## src/bdth_pkg.sv

```systemverilog
// Shared types and constants for the button debouncer with toggle and long-press hold.
// Used by the top level and by its port checker; depends on nothing else.

package bdth_pkg;

  // Width of the saturating hold counter (legal range 8 to 32).
  localparam int unsigned COUNT_WIDTH = 16;
  // Width of the press counter, which wraps.
  localparam int unsigned PRESS_WIDTH = 8;
  // Width of the tick thresholds held in configuration.
  localparam int unsigned TICK_WIDTH  = 16;
  // Width used to compare the hold counter with a threshold.
  localparam int unsigned CMP_WIDTH   = (COUNT_WIDTH > TICK_WIDTH) ? COUNT_WIDTH : TICK_WIDTH;

  // Press count at which a press is taken as steady.
  localparam logic [PRESS_WIDTH-1:0] STEADY_COUNT = PRESS_WIDTH'(3);

  // Reset values of the configuration registers.
  localparam logic                  ACTIVE_LOW_RST = 1'b0;
  localparam logic [TICK_WIDTH-1:0] MIN_PRESS_RST  = TICK_WIDTH'(40);
  localparam logic [TICK_WIDTH-1:0] MAX_PRESS_RST  = TICK_WIDTH'(400);

  // Configuration register indexes.
  localparam int unsigned CFG_IDX_WIDTH = 2;
  typedef enum logic [CFG_IDX_WIDTH-1:0] {
    CFG_ACTIVE_LOW = 2'd0,
    CFG_MIN_PRESS  = 2'd1,
    CFG_MAX_PRESS  = 2'd2
  } cfg_reg_e;

  // Bit positions in the event mask.
  localparam int unsigned EV_MOMENTARY = 0;
  localparam int unsigned EV_TOGGLE    = 1;
  localparam int unsigned EV_HOLD      = 2;
  localparam int unsigned EV_ERROR     = 3;
  localparam int unsigned EV_WIDTH     = 4;

  // Widths of the packed stream payloads.
  localparam int unsigned IN_DATA_WIDTH  = 8;
  localparam int unsigned OUT_DATA_WIDTH = 8;

  // One result item, last field in the lowest bits.
  typedef struct packed {
    logic [EV_WIDTH-1:0] event_mask;
    logic                error_hold;
    logic                hold;
    logic                toggle;
    logic                momentary;
  } result_t;

endpackage

```

## src/button_debounce_toggle_hold.sv

```systemverilog
// Top level of the button debouncer with toggle, long-press hold and stuck-button error.
// Depends on bdth_pkg for widths, register indexes and the result layout.
//
// Usage: every transaction on the slave stream is one periodic sample tick of the
// button pin, with the pin level in bit 0 of s_axis_tdata_i. For each tick the block
// returns exactly one result transaction on the master stream carrying the momentary,
// toggle, hold and error_hold flags and a mask of the events raised by that tick.
// The configuration channel (cfg_valid_i, cfg_index_i, cfg_data_i) writes the pin
// polarity and the two tick thresholds; it is always ready, and writes to an unused
// index are dropped. Configuration is meant to be written only while the block is idle.
//
// Timing: the whole update of one tick is a single pass of short logic (two increments
// and three compares) between the button state registers and the result register, so
// a result appears in the cycle after its tick is accepted, and one tick is taken in
// every clock cycle while each result is taken. The result register is the only
// storage between the two sides. When the receiver stalls, the result register holds
// its transaction and the slave side is ready again as soon as that result is taken;
// a tick and the taking of the previous result may happen in the same cycle.
//
// Reset (rst_ni low, asynchronous) returns the configuration to active-high polarity
// with thresholds of 40 and 400 ticks, clears the counters and flags, marks the button
// as at its default state, and empties the result register.

module button_debounce_toggle_hold
  import bdth_pkg::*;
(
  input  logic                      clk_i,
  input  logic                      rst_ni,
  // Sample ticks. tdata: [0] pin_level, [7:1] zero.
  input  logic                      s_axis_tvalid_i,
  output logic                      s_axis_tready_o,
  input  logic [IN_DATA_WIDTH-1:0]  s_axis_tdata_i,
  // Results. tdata: [0] momentary, [1] toggle, [2] hold, [3] error_hold,
  // [7:4] event_mask.
  output logic                      m_axis_tvalid_o,
  input  logic                      m_axis_tready_i,
  output logic [OUT_DATA_WIDTH-1:0] m_axis_tdata_o,
  // Configuration writes.
  input  logic                      cfg_valid_i,
  output logic                      cfg_ready_o,
  input  logic [CFG_IDX_WIDTH-1:0]  cfg_index_i,
  input  logic [TICK_WIDTH-1:0]     cfg_data_i
);

  // Configuration registers.
  logic                  active_low_q;
  logic [TICK_WIDTH-1:0] min_press_q;
  logic [TICK_WIDTH-1:0] max_press_q;

  // Button state.
  logic [PRESS_WIDTH-1:0] press_count_q, press_count_d;
  logic [COUNT_WIDTH-1:0] hold_count_q, hold_count_d;
  logic                   was_pressed_q, was_pressed_d;
  logic                   at_default_q, at_default_d;
  logic                   momentary_q, momentary_d;
  logic                   toggle_q, toggle_d;
  logic                   hold_q, hold_d;
  logic                   error_q, error_d;

  // Result register.
  logic    out_valid_q;
  result_t out_data_q;
  result_t result_d;

  logic                   in_fire;
  logic                   pressed;
  logic [PRESS_WIDTH-1:0] press_inc;
  logic [COUNT_WIDTH-1:0] hold_inc;
  logic [CMP_WIDTH-1:0]   hold_cmp;
  logic [EV_WIDTH-1:0]    events;

  assign cfg_ready_o     = 1'b1;
  assign s_axis_tready_o = !out_valid_q || m_axis_tready_i;
  assign in_fire         = s_axis_tvalid_i && s_axis_tready_o;
  assign m_axis_tvalid_o = out_valid_q;
  assign m_axis_tdata_o  = out_data_q;

  // Configuration writes; an index outside the register list is ignored.
  always_ff @(posedge clk_i or negedge rst_ni) begin
    if (!rst_ni) begin
      active_low_q <= ACTIVE_LOW_RST;
      min_press_q  <= MIN_PRESS_RST;
      max_press_q  <= MAX_PRESS_RST;
    end else if (cfg_valid_i) begin
      unique case (cfg_reg_e'(cfg_index_i))
        CFG_ACTIVE_LOW: active_low_q <= cfg_data_i[0];
        CFG_MIN_PRESS:  min_press_q  <= cfg_data_i;
        CFG_MAX_PRESS:  max_press_q  <= cfg_data_i;
        default: ;
      endcase
    end
  end

  assign pressed   = s_axis_tdata_i[0] ^ active_low_q;
  assign press_inc = press_count_q + PRESS_WIDTH'(1);
  // The hold counter saturates at all ones.
  assign hold_inc  = (&hold_count_q) ? hold_count_q : hold_count_q + COUNT_WIDTH'(1);
  assign hold_cmp  = CMP_WIDTH'(hold_inc);

  // Next state for one tick.
  always_comb begin
    press_count_d = press_count_q;
    hold_count_d  = hold_count_q;
    was_pressed_d = was_pressed_q;
    at_default_d  = at_default_q;
    momentary_d   = momentary_q;
    toggle_d      = toggle_q;
    hold_d        = hold_q;
    error_d       = error_q;
    events        = '0;

    if (!pressed) begin
      // Release clears the counters, momentary and error but keeps toggle and hold; at default the counters are kept.
      if (!at_default_q) begin
        press_count_d = '0;
        hold_count_d  = '0;
        momentary_d   = 1'b0;
        was_pressed_d = 1'b1;
        error_d       = 1'b0;
        at_default_d  = 1'b1;
      end
    end else begin
      press_count_d = press_inc;
      hold_count_d  = hold_inc;
      if (hold_cmp >= CMP_WIDTH'(max_press_q)) begin
        // Stuck button: clear the flags and raise an error on every such tick.
        press_count_d    = '0;
        momentary_d      = 1'b0;
        was_pressed_d    = 1'b1;
        error_d          = 1'b1;
        toggle_d         = 1'b0;
        hold_d           = 1'b0;
        events[EV_ERROR] = 1'b1;
      end else if (press_inc == STEADY_COUNT && !error_q) begin
        if (hold_cmp >= CMP_WIDTH'(min_press_q)) begin
          // Long press flips the hold flag once.
          if (!was_pressed_q) begin
            hold_d          = !hold_q;
            events[EV_HOLD] = 1'b1;
          end
          was_pressed_d = 1'b1;
        end else begin
          // Short steady press flips the toggle flag and sets momentary.
          if (was_pressed_q) begin
            toggle_d          = !toggle_q;
            events[EV_TOGGLE] = 1'b1;
          end
          if (!momentary_q) begin
            momentary_d          = 1'b1;
            events[EV_MOMENTARY] = 1'b1;
          end
          was_pressed_d = 1'b0;
          at_default_d  = 1'b0;
        end
      end
    end

    result_d.momentary  = momentary_d;
    result_d.toggle     = toggle_d;
    result_d.hold       = hold_d;
    result_d.error_hold = error_d;
    result_d.event_mask = events;
  end

  always_ff @(posedge clk_i or negedge rst_ni) begin
    if (!rst_ni) begin
      press_count_q <= '0;
      hold_count_q  <= '0;
      was_pressed_q <= 1'b1;
      at_default_q  <= 1'b1;
      momentary_q   <= 1'b0;
      toggle_q      <= 1'b0;
      hold_q        <= 1'b0;
      error_q       <= 1'b0;
    end else if (in_fire) begin
      press_count_q <= press_count_d;
      hold_count_q  <= hold_count_d;
      was_pressed_q <= was_pressed_d;
      at_default_q  <= at_default_d;
      momentary_q   <= momentary_d;
      toggle_q      <= toggle_d;
      hold_q        <= hold_d;
      error_q       <= error_d;
    end
  end

  always_ff @(posedge clk_i or negedge rst_ni) begin
    if (!rst_ni) begin
      out_valid_q <= 1'b0;
    end else if (in_fire) begin
      out_valid_q <= 1'b1;
    end else if (m_axis_tready_i) begin
      out_valid_q <= 1'b0;
    end
  end

  always_ff @(posedge clk_i) begin
    if (in_fire) begin
      out_data_q <= result_d;
    end
  end

endmodule

```

## config.mk

```make
export PLATFORM = sky130hd
export DESIGN_NAME = button_debounce_toggle_hold
export DESIGN_NICKNAME = d
export VERILOG_FILES = /design/src/bdth_pkg.sv /design/src/button_debounce_toggle_hold.sv
export SDC_FILE = /design/constraint.sdc
export NUM_CORES = 1
export LEC_CHECK = 0
export ABC_CLOCK_PERIOD_IN_PS = 3800
export BUFFER_PORTS_ARGS = -buffer_cell sky130_fd_sc_hd__buf_2
export CORE_ASPECT_RATIO = 0.7
export CORE_MARGIN = 3
export CORE_UTILIZATION = 35
export DETAILED_ROUTE_END_ITERATION = 16
export SLEW_MARGIN = 25
export SYNTH_ARGS = -nofsm -noshare
export SYNTH_HDL_FRONTEND = slang
export SYNTH_SLANG_ARGS = --single-unit
```

## constraint.sdc

```tcl
create_clock -name clk_i -period 3.8 [get_ports clk_i]
set_input_delay 0.38 -clock clk_i [delete_from_list [all_inputs] [get_ports clk_i]]
set_output_delay 0.38 -clock clk_i [all_outputs]
set_load 0.02 [all_outputs]
```

==> flow_summary_export.csv, run 1 <==
group,metric,value,unit
setup_path,cp.arrival,3.74,ns
sta,fin_crit_sh,0.961,
layout,layout_common_cells,"dfrtp_1 (57), buf_4 (44), inv_1 (38), nand2_1 (37), mux2_2 (34)",
sta,drv_slew,0,
layout,area_growth,25.5,%
detailed_routing,drt-initial-drc-count,180,
yosys,async_reset_ff_frac,0.889,
setup_path,worst-setup-path-type,"reg -> reg",
global_route,grt_pass1_vias,3241,
global_route,grt_max_degree,49,
sta,setup_tns,0,ns
hold_path,hold_path_class,"in -> async",
sta,fin_crit,3.65,ns
sta,slew_headroom,0.272,
sta,hold_violations,0,
yosys,ys_seq_area_frac,0.436,
global_route,grt_pass1_wl,15900,um
sta,fin_ws,0.147,ns
setup_path,end_kind,"flop",
sta,worst_slew_pin_slew,1.09,ns
cts,cts_root_buf,"clkbuf_16",
yosys,yosys.area.top_type_share,0.336,
sta,rsz0062_at_grt,"true",
setup_path,required,3.88,ns
layout,layout.nets,557,
yosys,synth_top_area_cell,"dfrtp_1",
sta,fin_worst_skew,0.00893,ns
yosys,synthesis.nets,485,
sta,clock.fmax,274,MHz
yosys,syn-cell-area,4250,um2
setup_path,slowest_delay,0.56,ns
floorplan,pin_count,42,
cts,max-clock-path-buffers,2,
detailed_routing,drc_errors,0,
detailed_routing,totalWireLength,9620,um
cts,cts_tree,"done",
power,netSwitchingFraction,0.289,
global_route,gr-total-overflow,0,
power,p_clk_frac,0.364,
setup_path,crit_path_cell_trace,"and4_4 -> nand3_2 -> o2111a_2 -> and3_1 -> xor2_2 -> ha_1 -> and4_1 -> nand2_1 -> o221ai_1 -> a2111o_1 -> nor3_2 -> o21ai_0 -> a22o_1",
yosys,yosys_warnings,0,
sta,finalSetupViolCount,0,
layout,seqCellArea,1850,um2
floorplan,die-width,138,um
power,vdd_ir_drop_max,0.281,mV
setup_path,critPathTopFamily,"compound AO/OA/AOI/OAI gates",
yosys,avgSynthCellArea,10.1,um2
setup_path,setup.worst_path.start_class,"flop",
yosys,synthTopCellsByArea,"dfrtp_1 (34%), ha_1 (10%), mux2_2 (9.0%), edfxtp_1 (5.7%), dfstp_2 (4.3%)",
detailed_routing,via_count,3415,
placement,placed_cells,623,
cts,cts_buffers,9,
floorplan,die_area,13500,um2
layout,stdcell_count,649,
detailed_routing,postRouteAntennaNets,0,
power,total_power,2.63,mW
yosys,ys.flop_type,"dfrtp_1",
cts,numClockSinks,72,
yosys,synth.distinct_cells,57,
power,p_comb_frac,0.261,
floorplan,rows,32,
layout,multi_input_area,2320,um2
floorplan,fp.dieH,98.2,um
cts,clkTransAtPathRegs,0.06,ns
layout,fillCellCount,1054,
detailed_routing,viasPerCell,5.26,
placement,gp_congestion,0.932,
power,pwr-share-seq,0.375,
layout,diodes,0,
global_route,antenna_found_initial,0,
setup_path,crit_buf_inv,0,
layout,layout_commonest_cell,"dfrtp_1",
yosys,synth_edf_count,8,
yosys,synthCells,419,
placement,place_worst_setup_slack,-0.0516,ns
floorplan,coreArea,11400,um2
floorplan,initial_core_util,0.372,
global_route,gr-usage-all-layers,0.149,
detailed_routing,dr.pass1.iters,5,
cts,h-tree-depth,3,
power,internal_power,1.87,mW
power,p_per_area,493,nW/um2
yosys,yosys_register_bits,72,
placement,dpl.hpwl,7000,um
layout,drive_gt1_frac,0.315,
cts,clk_latency,0.33,ns
power,p_leak,2.51,nW
setup_path,crit_path_top_delay_cell,"a2111o_1",
detailed_routing,post_drt_wl_per_cell,14.8,um
power,power_switching,0.760,mW
flow_run,maxCapViolations,0,
setup_path,path_max_fanout,6,
outcome,status,"complete, no violations",
placement,numPortBuffers,33,
cts,ctsHoldBuffers,0,
area by class of cell:
type,count,share of cell area
Inverter,38,0.0268
Timing Repair Buffer,76,0.0920
Sequential cell,72,0.347
Multi-Input combinational cell,294,0.435
Tap cell,153,0.0359
Clock buffer,10,0.0429
Clock inverter,6,0.0202
power by group through the flow:
| stage | Clock, mW | Combinational [mW] | Sequential (mW) |
|---|---|---|---|
| after floorplan | 0 | 0.404 | 0.975 |
| after global placement | 0 | 0.589 | 0.991 |
| after detailed placement | 0 | 0.609 | 0.999 |
| after CTS | 0.975 | 0.627 | 0.986 |
| after global routing | 1.01 | 0.779 | 1.00 |
| final | 0.957 | 0.686 | 0.986 |
cell families after synthesis:
| kind of cell | count (synthesis) | synth area share |
|---|---|---|
| other | 1 | 0.000883 |
| multiplexers | 34 | 0.0902 |
| AO/OA/AOI/OAI | 95 | 0.146 |
| AND/OR/NAND/NOR | 113 | 0.138 |
| XOR/XNOR | 16 | 0.0330 |
| flip-flops | 72 | 0.436 |
| buffers and inverters | 53 | 0.0522 |
| adder cells (fa/ha/maj) | 35 | 0.103 |
stage by stage:
stage / utilization / hold WS, ns / cell area (um2)
after detailed placement: 0.418 / 0.437 / 4770
after global placement: 0.418 / 0.490 / 4770
final: 0.467 / 0.0651 / 5330
after global routing: 0.467 / 0.115 / 5330
after floorplan: - / 0.0844 / 4250
after CTS: 0.450 / 0.0842 / 5130
flip-flops by register name, summed over array words and instances, names as in the netlist, 8 cells and up:
name,flops
hold_count_q,16
max_press_q,16
min_press_q,16
m_axis_tdata_o,8
press_count_q,8
final timing paths:
kind                       cells after the start  slack, ns                end             start
max                                           13       0.15  m_axis_tdata_o[1]  hold_count_q[10]
min                                            1       0.07    max_press_q[10]            rst_ni
max reg2reg                                   13       0.15  m_axis_tdata_o[1]  hold_count_q[10]
min reg2reg                                    1       0.50     max_press_q[2]    max_press_q[2]
max in group asynchronous                      2       2.97     min_press_q[3]            rst_ni
min in group clk_i                             2       0.26    m_axis_tvalid_o   s_axis_tvalid_i
metal layers:
| layer | wire (um) | track usage | part of all wire |
|---|---|---|---|
| met1 | 5090 | 0.228 | 0.53 |
| met3 | 470 | 0.0381 | 0.049 |
| met4 | 90 | 0.0383 | 0.0094 |
| met5 | 0 | 0 | 0 |
| met2 | 3970 | 0.206 | 0.41 |
cells in the mapped netlist, types with 5 or more instances:
cell / number
nand2b_1: 7
o21ai_0: 28
a21oi_1: 18
a22o_1: 9
xnor2_1: 11
nor2_1: 20
dfstp_2: 7
nand2_1: 37
o31ai_1: 6
clkbuf_1: 9
mux2_2: 34
inv_1: 38
nand3_1: 11
dfrtp_1: 57
xor2_1: 5
nor3_1: 9
and3_1: 6
ha_1: 35
edfxtp_1: 8
a31oi_1: 7
timing repair:
action,4_1_cts,5_1_grt
cloned,0,0
pin swaps,1,11
resized for setup,3,25
endpoints found under the setup margin,2,21
setup buffers,1,9
Note: power is estimated with default switching activity, not from simulation.
==> run 2, diff against run 1 <==
--- a/config.mk
+++ b/config.mk
@@ -7,6 +7,7 @@
 export LEC_CHECK = 0
 export ABC_CLOCK_PERIOD_IN_PS = 3800
 export BUFFER_PORTS_ARGS = -buffer_cell sky130_fd_sc_hd__buf_2
+export CAP_MARGIN = 5
 export CORE_ASPECT_RATIO = 0.7
 export CORE_MARGIN = 3
 export CORE_UTILIZATION = 35
==> constraint.sdc (replaced) <==
create_clock -name clk_i -period 3.8 [get_ports clk_i]
set_input_delay 0 -clock clk_i [delete_from_list [all_inputs] [get_ports clk_i]]
set_output_delay 0 -clock clk_i [all_outputs]
set_load 0.02 [all_outputs]
==> run 2 against run 1 <==
Wire length is 0.19% higher. Worst setup slack better by 0.011 ns. Largest power group unchanged. Sequential share of layout area is 0.66 points lower. Power shrank 4.2%. Die area unchanged. Final cell count rose by 2.2%. Design area up 1.9%. Combinational power up 5.8%. First-iteration DRC count down 19%.
==> flow_summary_export.csv, run 2 (same netlist as run 1, synthesis figures left out) <==
group,metric,value,unit
layout,layout.nets,571,
power,p_comb_frac,0.288,
global_route,grt_max_degree,34,
power,p_leak,2.54,nW
sta,clock.fmax,275,MHz
placement,dpl.hpwl,7140,um
cts,h-tree-depth,3,
sta,setup_tns,0,ns
global_route,gr-total-overflow,0,
outcome,status,"complete, no violations",
setup_path,slowest_delay,0.50,ns
sta,slew_headroom,0.361,
setup_path,setup.worst_path.start_class,"flop",
setup_path,worst-setup-path-type,"reg -> reg",
sta,worst_slew_pin_slew,0.958,ns
global_route,grt_pass1_wl,16000,um
setup_path,crit_path_cell_trace,"and3_2 -> buf_4 -> nand2b_1 -> o2111a_1 -> and3_1 -> xor2_1 -> ha_1 -> a21oi_1 -> o221ai_1 -> a2111o_1 -> nor3_2 -> o21ai_0 -> a22o_1",
setup_path,end_kind,"flop",
cts,cts_root_buf,"clkbuf_16",
sta,drv_slew,0,
power,total_power,2.52,mW
layout,area_growth,28.0,%
power,power_switching,0.788,mW
power,p_clk_frac,0.321,
layout,drive_gt1_frac,0.306,
global_route,gr-usage-all-layers,0.152,
power,pwr-share-seq,0.391,
cts,numClockSinks,72,
cts,clkTransAtPathRegs,0.06,ns
floorplan,coreArea,11400,um2
detailed_routing,drc_errors,0,
setup_path,critPathTopFamily,"compound AO/OA/AOI/OAI gates",
setup_path,cp.arrival,3.73,ns
flow_run,maxCapViolations,0,
hold_path,hold_depth,3,
cts,cts_buffers,9,
hold_path,whs_endpoint,"active_low_q",
detailed_routing,post_drt_wl_per_cell,14.5,um
detailed_routing,dr.pass1.iters,4,
setup_path,r2r-end,"m_axis_tdata_o[1]",
placement,placed_area,4770,um2
power,netSwitchingFraction,0.313,
layout,reg_top3,"hold_count_q: 16 flops, max_press_q: 16 flops, min_press_q: 16 flops",
setup_path,reg2reg_slack,0.16,ns
placement,place_worst_setup_slack,0.0199,ns
sta,finalSetupViolCount,0,
setup_path,crit_buf_inv,1,
floorplan,pin_count,42,
power,vdd_ir_drop_max,0.246,mV
setup_path,r2r-start,"hold_count_q[4]",
global_route,antenna_found_initial,0,
floorplan,rows,32,
power,p_per_area,463,nW/um2
power,internal_power,1.73,mW
floorplan,fp.dieH,98.2,um
detailed_routing,totalWireLength,9640,um
sta,fin_worst_skew,0.00743,ns
layout,diodes,0,
layout,multi_input_area,2320,um2
cts,max-clock-path-buffers,2,
detailed_routing,postRouteAntennaNets,0,
setup_path,reg2regPathDepth,13,
layout,seqCellArea,1850,um2
sta,fin_crit_sh,0.958,
layout,fillCellCount,1052,
sta,hold_slack,0.0745,ns
setup_path,path_max_fanout,6,
floorplan,die_area,13500,um2
layout,layout_commonest_cell,"dfrtp_1",
hold_path,holdCritStartpoint,"cfg_index_i[0]",
floorplan,die-width,138,um
sta,hold_violations,0,
floorplan,initial_core_util,0.372,
sta,fin_crit,3.64,ns
sta,fin_ws,0.158,ns
cts,clk_latency,0.33,ns
setup_path,crit_path_top_delay_cell,"a2111o_1",
detailed_routing,drt-initial-drc-count,145,
layout,layout_common_cells,"dfrtp_1 (57), inv_1 (38), buf_4 (38), nand2_1 (37)",
detailed_routing,viasPerCell,5.08,
hold_path,hold_path_class,"in -> reg",
placement,gp_congestion,0.793,
placement,numPortBuffers,33,
detailed_routing,via_count,3366,
global_route,grt_pass1_vias,3203,
setup_path,required,3.89,ns
layout,design_area,5440,um2
cts,cts_tree,"done",
sta,rsz0062_at_grt,"true",
-- run 2: cell types whose count changed in the layout (fill, tap and decap cells not counted), sizes merged --
cell / before / now
clkinvlp: 0 / 3
bufinv: 3 / 0
dlygate4sd3: 0 / 19
clkinv: 3 / 1
inv: 38 / 39
buf: 76 / 71
clkbuf: 10 / 11
-- run 2: worst max-delay path by stage --
stage / start / end / slack (ns) / cells after the start
6_report: hold_count_q[4] / m_axis_tdata_o[1] / 0.16 / 13
5_1_grt: hold_count_q[1] / m_axis_tdata_o[1] / -0.05 / 14
4_1_cts: hold_count_q[10] / m_axis_tdata_o[1] / 0.002 / 14
3_5_place_dp: hold_count_q[10] / m_axis_tdata_o[1] / 0.02 / 13
3_3_place_gp: hold_count_q[10] / m_axis_tdata_o[3] / 0.09 / 14
2_1_floorplan: hold_count_q[7] / m_axis_tdata_o[1] / 0.09 / 16
-- run 2: power by group through the flow --
stage / registers, mW / logic (mW) / clock network [mW]
3_3_place_gp: 0.989 / 0.594 / 0
3_5_place_dp: 0.995 / 0.612 / 0
5_1_grt: 1.00 / 0.821 / 0.871
4_1_cts: 0.982 / 0.637 / 0.829
6_report: 0.984 / 0.726 / 0.808
2_1_floorplan: 0.975 / 0.404 / 0
-- run 2: metrics by stage --
stage          cells  utilization
3_3_place_gp     623        0.418
3_5_place_dp     623        0.418
2_1_floorplan    419            -
4_1_cts          658        0.461
6_report         663        0.476
5_1_grt          663        0.476
-- run 2: worst reg2reg max path: stages, from the launching register on --
cell,delay (ns)
dfrtp_1,0.37
and3_2,0.24
buf_4,0.15
nand2b_1,0.06
o2111a_1,0.29
and3_1,0.24
xor2_1,0.40
ha_1,0.34
a21oi_1,0.14
o221ai_1,0.12
a2111o_1,0.50
nor3_2,0.23
o21ai_0,0.10
a22o_1,0.23
-- run 2: cell type report --
type | instances | area share
Clock buffer | 11 | 0.0465
Clock inverter | 5 | 0.00737
Inverter | 38 | 0.0262
Multi-Input combinational cell | 294 | 0.426
Sequential cell | 72 | 0.340
Tap cell | 153 | 0.0352
Timing Repair Buffer | 90 | 0.118
-- run 2: timing repair --
action / in CTS / in global routing
hold buffers: 19 / 0
gates cloned: 0 / 0
pin swaps: 0 / 7
setup buffers: 0 / 5
hold endpoints to repair: 61 / 0
setup endpoints to repair: 1 / 21
gates resized for setup: 1 / 29
-- run 2: per-layer routing --
layer | part of all wire | vias to the layer above | routed length, um | global-route usage
met1 | 0.54 | 1604 | 5190 | 0.237
li1 | - | 1684 | - | -
met5 | 0 | - | 0 | 0
met4 | 0.012 | 0 | 120 | 0.0445
met2 | 0.41 | 67 | 3950 | 0.203
met3 | 0.039 | 11 | 377 | 0.0376
